<file path="src/sv/exp2sm_pkg.sv">
`timescale 1ns / 1ps
package exp2sm_pkg;

  // Configuration port geometry.
  localparam int unsigned CFG_INDEX_BITS = 2;
  localparam int unsigned CFG_DATA_BITS  = 64;

  typedef enum logic [CFG_INDEX_BITS-1:0] {
    REG_REF_MAX    = 2'd0,
    REG_MASK_SCORE = 2'd1,
    REG_MULT       = 2'd2,
    REG_T_SHIFT    = 2'd3
  } reg_index_t;

  // Fixed field widths.
  localparam int unsigned SCORE_BITS     = 32;
  localparam int unsigned MULT_BITS      = 63;
  localparam int unsigned MULT_LO_BITS   = 32;
  localparam int unsigned MULT_HI_BITS   = MULT_BITS - MULT_LO_BITS;
  localparam int unsigned SHIFT_BITS     = 6;
  localparam int unsigned PROD_BITS      = SCORE_BITS + MULT_BITS;
  localparam int unsigned WEIGHT_BITS    = 31;
  localparam int unsigned BLOCK_SUM_BITS = 48;
  localparam int unsigned IP_BITS        = 5;
  localparam int unsigned IP_LIMIT       = 31;

  // Register values after reset.
  localparam logic signed [SCORE_BITS-1:0] RESET_REF_MAX    = 32'sh0000_0000;
  localparam logic signed [SCORE_BITS-1:0] RESET_MASK_SCORE = 32'sh8000_0000;
  localparam logic [MULT_BITS-1:0]         RESET_MULT       = '0;
  localparam logic [SHIFT_BITS-1:0]        RESET_T_SHIFT    = 6'd13;

  // Constants for building the exp2 table at elaboration.
  localparam logic [63:0] LN2_Q62      = 64'h2C5C_85FD_F473_DE6B;
  localparam logic [63:0] ONE_Q62      = 64'h4000_0000_0000_0000;
  localparam int unsigned TAYLOR_TERMS = 26;

  typedef struct packed {
    logic signed [SCORE_BITS-1:0] ref_max;
    logic signed [SCORE_BITS-1:0] mask_score;
    logic [MULT_BITS-1:0]         mult;
    logic [SHIFT_BITS-1:0]        t_shift;
  } cfg_t;

  typedef struct packed {
    logic                 last;
    logic                 masked;
    logic                 is_one;
    logic [PROD_BITS-1:0] prod;
  } prod_item_t;

  typedef struct packed {
    logic                   last;
    logic                   add;
    logic [WEIGHT_BITS-1:0] weight;
  } weight_item_t;

  // Divides a Taylor term by its step number.
  function automatic logic [63:0] div_by_step(input logic [63:0] v, input int unsigned k);
    case (k)
      1:       return v;
      2:       return v / 64'd2;
      3:       return v / 64'd3;
      4:       return v / 64'd4;
      5:       return v / 64'd5;
      6:       return v / 64'd6;
      7:       return v / 64'd7;
      8:       return v / 64'd8;
      9:       return v / 64'd9;
      10:      return v / 64'd10;
      11:      return v / 64'd11;
      12:      return v / 64'd12;
      13:      return v / 64'd13;
      14:      return v / 64'd14;
      15:      return v / 64'd15;
      16:      return v / 64'd16;
      17:      return v / 64'd17;
      18:      return v / 64'd18;
      19:      return v / 64'd19;
      20:      return v / 64'd20;
      21:      return v / 64'd21;
      22:      return v / 64'd22;
      23:      return v / 64'd23;
      24:      return v / 64'd24;
      25:      return v / 64'd25;
      26:      return v / 64'd26;
      default: return v;
    endcase
  endfunction

  // One table entry: round(2^(-idx/2^fbits) * 2^lut_bits), ties up.
  // The exponential is an alternating Taylor series of e^-x in Q62.
  function automatic logic [WEIGHT_BITS-1:0] exp2_entry(input int unsigned idx,
                                                        input int unsigned fbits,
                                                        input int unsigned lut_bits);
    logic [63:0]  frac_mask;
    logic [63:0]  x;
    logic [63:0]  sum;
    logic [63:0]  term;
    logic [63:0]  q;
    logic [127:0] wide;
    frac_mask = (64'd1 << fbits) - 64'd1;
    x = (LN2_Q62 >> fbits) * 64'(idx)
      + (((LN2_Q62 & frac_mask) * 64'(idx)) >> fbits);
    sum  = ONE_Q62;
    term = ONE_Q62;
    for (int unsigned k = 1; k <= TAYLOR_TERMS; k++) begin
      wide = {64'd0, term} * {64'd0, x};
      term = div_by_step(wide[125:62], k);
      if (k[0]) begin
        sum = sum - term;
      end else begin
        sum = sum + term;
      end
    end
    q = (sum + (64'd1 << (61 - lut_bits))) >> (62 - lut_bits);
    return q[WEIGHT_BITS-1:0];
  endfunction

endpackage

</file>
<file path="src/sv/exp2sm_accum.sv">
`timescale 1ns / 1ps
module exp2sm_accum #(
  parameter int unsigned SUM_BITS = 48
) (
  input  logic                                    clk,
  input  logic                                    rst,
  input  logic                                    in_valid,
  output logic                                    in_ready,
  input  exp2sm_pkg::weight_item_t                in_item,
  output logic                                    out_valid,
  input  logic                                    out_ready,
  output logic [exp2sm_pkg::WEIGHT_BITS-1:0]      out_weight,
  output logic [exp2sm_pkg::BLOCK_SUM_BITS-1:0]   out_block_sum,
  output logic                                    out_done_res
);
  import exp2sm_pkg::*;

  logic [SUM_BITS-1:0] sum_acc;
  logic [SUM_BITS-1:0] sum_next;
  logic [SUM_BITS:0]   sum_wide;

  assign sum_wide = {1'b0, sum_acc} + (SUM_BITS+1)'(in_item.weight);

  // A carry out of the sum means it passed the all-ones ceiling.
  always_comb begin
    sum_next = sum_acc;
    if (in_item.add) begin
      sum_next = sum_wide[SUM_BITS] ? '1 : sum_wide[SUM_BITS-1:0];
    end
  end

  assign in_ready = !out_valid || out_ready;

  always_ff @(posedge clk) begin
    if (rst) begin
      out_valid <= 1'b0;
      sum_acc   <= '0;
    end else begin
      if (in_ready) begin
        out_valid <= in_valid;
      end
      if (in_valid && in_ready) begin
        sum_acc <= in_item.last ? '0 : sum_next;
      end
    end
  end

  always_ff @(posedge clk) begin
    if (in_ready) begin
      out_weight    <= in_item.weight;
      out_block_sum <= BLOCK_SUM_BITS'(sum_next);
      out_done_res  <= in_item.last;
    end
  end

endmodule

</file>
<file path="config.mk">
export PLATFORM = sky130hd
export DESIGN_NAME = exp2sm_accum
export DESIGN_NICKNAME = d
export VERILOG_FILES = /design/src/sv/exp2sm_pkg.sv /design/src/sv/exp2sm_accum.sv
export SDC_FILE = /design/constraint.sdc
export NUM_CORES = 1
export LEC_CHECK = 0
export BUFFER_PORTS_ARGS = -buffer_cell sky130_fd_sc_hd__buf_2
export CAP_MARGIN = 0
export CORE_MARGIN = 2
export CORE_UTILIZATION = 40
export CTS_BUF_LIST = sky130_fd_sc_hd__clkbuf_16
export CTS_CLUSTER_SIZE = 20
export DETAILED_ROUTE_END_ITERATION = 16
export PLACE_DENSITY = 0.64
export SYNTH_ARGS = -nofsm -noshare
export SYNTH_HDL_FRONTEND = slang
export SYNTH_SLANG_ARGS = --single-unit
</file>
<file path="constraint.sdc">
create_clock -name clk -period 7.8 [get_ports clk]
set_clock_uncertainty 0.05 [all_clocks]
set_input_delay 1.56 -clock clk [delete_from_list [all_inputs] [get_ports clk]]
set_output_delay 1.56 -clock clk [all_outputs]
set_load 0.02 [all_outputs]
</file>
* Word-level counts from Yosys, hierarchy flattened
Index checks and enable logic that the tools add are counted.
** Operators by class
- Add/sub/neg operators :: 1
- $mul :: 0
- Div/mod/pow operators :: 0
- $lt $le $gt $ge :: 0
- Eq/ne operators :: 0
- Shift-type cells :: 0
- Muxes and demuxes :: 3
- Bitwise gates (word level) :: 0
- Reductions and logical operators :: 3
** Operators by type and width (number)
- 48-bit two-way mux :: 3
- 48-bit by 31-bit adder with 49-bit output :: 1
- 1-bit logical AND :: 1
- 1-bit zero test :: 1
- 1-bit logical OR :: 1
** Storage, ports and cells
- Flip-flop bits (word level) :: 129
- Latch bits :: 0
- Bits in writable memories :: 0
- ROM bits :: 0
- Bits of input ports :: 37
- Output and inout port bits :: 82
- Logic and storage cells :: 12
- Memories :: 0

* Depth between registers and ports, before layout
- Word-level depth :: 4
- Gate-level depth with buffers :: 14
- Gate-level depth less buffers :: 11

* Least setup slack after synthesis
OpenSTA, ideal clock, no wires.
- Path type :: input -> output
- From :: input out_ready
- To :: output in_ready
- Arrival time :: 3696 ps
- Required time :: 6190 ps
- Setup slack :: 2494 ps
- Stages :: 1
- Buffers on the path :: 0
- Path through :: nand2b_1
** On the way
- Cells in the longest elaborated chain, start to end :: 1
** RTL lines
- from (decl) :: line exp2sm_accum.sv:11 : input logic out_ready,
- 1-bit logical OR :: line exp2sm_accum.sv:32 : assign in_ready = !out_valid || out_ready;
- to (decl) :: line exp2sm_accum.sv:8 : output logic in_ready,
No other way between the ends.

* Worst setup path after layout
Ends and elaborated chain as after synthesis.

==> metrics.md <==
| Metric | Value |
|---|---|
| Remaining global-route overflow | 0 |
| Max-slew violation count | 0 |
| Dpl cell area | 7660 um2 |
| Worst Path Max Fanout | 57 |
| Most common cell after layout, fill and taps aside | buf_2 |
| Die Wd | 135 um |
| Max-cap violation count | 0 |
| Setup crit end kind | output pin |
| Power Dens Cells | 217 nW/um2 |
| Die ar. | approximately 18,000 um2 |
| Combinational power share | 14.5% |
| Crit Path Class | in -> out |
| RSZ-0062 raised after global routing | no |
| Critical R2R Capture | out_block_sum[40]$_DFFE_PN_ |
| Largest net degree at the start of global routing | just under 60 |
| WHS | about 420 ps |
| Post-synth ARST share | 0% |
| Worst hold stages | 2 |
| Worst-Margin Slew | 970 ps |
| Share of layout cells above drive strength 1 | 21.9% |
| CTS H-tree lvls | 4 |
| Hpwl dp | 12,000 um |
| Post-synth EDFFs | 80 |
| Synth Register Bits | 129 |
| Vias | ~5.6k |
| Mapped Area | 6910 um2 |
| CTS resizes | 0 |
| Post-synthesis xor/xnor area fraction | between 4 and 5% |
| Complex-gate fraction of the synthesized area | 22.0% |
| Post-synthesis mux area share | 0.978% |
| Wire per inst | 16.9 um |
| TritonCTS clock tree | yes |
| Detailed Route Iter0 Violations | 372 |
| Yosys warnings | 0 |
| Net Sw Frac | 26.1% |
| R2R Setup Slk | roughly 4300 ps |
| Post-route cell area | roughly 8200 um2 |
| Synth Area in Adders | under 10% |
| Clk Latency, worst-skew pair | between 400 and 500 ps |
| Fmax | 216 MHz |
| Root Driver | clkbuf_16 |
| Outcome | finished, final reports clean |
| Syn avg cell area | 10.2 um2 |
| Top-level port count | 119 |
| Final period utilization | 59.2% |
| Synth Area in Simple Gates | 14.2% |
| Final net count | 851 |
| Clk pin slew, worst setup/hold paths | approximately 50 ps |
| CTS Buffer Depth | 2 |
| Power, Total | 1.78 mW |
| DRT Pass-1 Iters | 5 |
| Clock group share of total power | approximately two fifths |
| Pint | 1.32 mW |
| Max-slew headroom | 35.1% |
| Largest family of logic cells by synthesized area | compound AO/OA/AOI/OAI gates |
| Post-Route WL | around 17,000 um |
| Psw | between 400 and 500 uW |
| Syn Inst Count | 675 |
| Hold Buf Count CTS | 0 |
| Reg power frac | between 40% and 50% |
| Initial core utilization | 40.4% |
| Post-DR vias/cell | 5.53 |
| Residual DRC count | 0 |
| CP arrival | 3010 ps |
| FF-to-FF Start | sum_acc[0]$_SDFFE_PP0P_ |
| ANT nets after route | 0 |
| Seq/Total Area, Yosys | 49.0% |
| Hold_sp | sum_acc[25]$_SDFFE_PP0P_ |
| Diodes inserted | 0 |
| Mapped Nets | 744 |
| Hold WC Path Type | reg -> reg |
| Post-CTS setup buffers | 0 |
| Non-Filler Instances | 1,020 |
| Clock sink count | approximately 130 |
| R2r worst-path depth | 11 |
| Most frequent cells in the layout | buf_2, edfxtp_1, nand2_1, nor2_1, a21oi_1 |
| Synth Flop Type | edfxtp_1 |
| Final Hold Viols | 0 |
| Standard-cell row count | 48 |
| Area growth, synth to finish | 18.7% |
| First-pass GRT wire length | 27,500 um |
| Vias in the first global route | about 5.4k |
| Setup crit start kind | primary input |
| Peak VDD IR | approximately 0.16 mV |
| WP data required | 6190 ps |
| Die H | 135 um |
| CTS buffer count | 17 |
| Placed Cells incl. Taps | 988 |
| Gr usage total | 19.4% |
| Min-Delay Endpoint | sum_acc[25]$_SDFFE_PP0P_ |
| Fin crit period | 4620 ps |
| Routability Congestion | 0.939 |
| Core area | 17,100 um2 |
| Initial antenna violation count | 0 |
| Final Setup Violations | 0 |
| Distinct cells, synth | 69 |
| Setup TNS | 0 ps |
| Port-buffer cells | 118 |
| Leak Pwr | between 3 and 4 nW |
==> power groups by stage <==
stage | clock network [mW] | registers, mW | logic [mW]
5_1_grt | 0.779 | 0.791 | 0.284
3_3_place_gp | 0 | 0.801 | 0.257
3_5_place_dp | 0 | 0.801 | 0.258
4_1_cts | 0.750 | 0.788 | 0.260
2_1_floorplan | 0 | 0.847 | 0.133
6_report | 0.737 | 0.787 | 0.259
==> layout make-up <==
cell class	instances	area [um2]
repair buffers	125	643
fillers	1624	8920
flip-flops and latches	129	3380
well taps	225	282
multi-input cells	493	3290
inverters	16	60.1
clock inverters	15	116
clock buffers	17	425
==> routing by layer <==
metal	vias to the layer above	global-route usage (%)	wire, um
li1	2768	-	-
met1	2647	25.9	8090
met2	199	30.7	7750
met3	27	4.15	1040
met4	0	7.70	344
met5	-	0	0
==> state kept, by name (all words and copies together), names as in the netlist <==
| name | flops |
|---|---|
| out_block_sum | 48 |
| out_done_res | 1 |
| out_valid | 1 |
| out_weight | 31 |
| sum_acc | 48 |
==> how the worst max path moves through the flow <==
stage,startpoint,endpoint,slack (ps),depth (start not counted)
finish,out_ready,in_ready,3180,4
global route,out_ready,in_ready,3050,4
CTS,out_ready,in_ready,3130,4
detailed placement,in_item[0],out_block_sum[44]$_DFFE_PN_,2960,12
global placement,in_item[0],out_block_sum[44]$_DFFE_PN_,3040,12
floorplan,out_ready,in_ready,2490,1
==> through the flow <==
stage	util (%)	setup slack, ps
after global routing	47.9	3050
after detailed placement	44.7	2960
after floorplan	-	2490
final	47.9	3180
after CTS	47.9	3130
after global placement	44.7	3040
==> cell families after synthesis <==
kind of cell             after synthesis
buffers and inverters                 53
AO/OA/AOI/OAI                        212
adder cells (fa/ha/maj)               32
AND/OR/NAND/NOR                      209
XOR/XNOR                              34
flip-flops                           129
multiplexers                           6
==> synthesized netlist by cell type, types with 8 or more instances <==
cell      number  area, um2
dfxtp_1       49        981
a21oi_1       55        275
inv_1         16       60.1
a31oi_1       10       62.6
a22o_1        19        166
nor2_1        63        236
a211oi_1       9       67.6
xor2_1        16        140
o21ai_0       28        140
ha_1          31        388
nor3_1        19       95.1
o22a_1        20        175
buf_2          9       45.0
nand2_1       62        233
clkbuf_1      20       75.1
a21o_1        12       90.1
o211ai_1       8       60.1
nand3_1       12       60.1
edfxtp_1      80       2400
xnor2_1       18        158
==> worst max-delay path: stages <==
cell	delay [ps]
buf_2	70
nand2b_4	370
buf_4	700
buf_2	290
No activity file was read; power rests on OpenSTA's default activity.
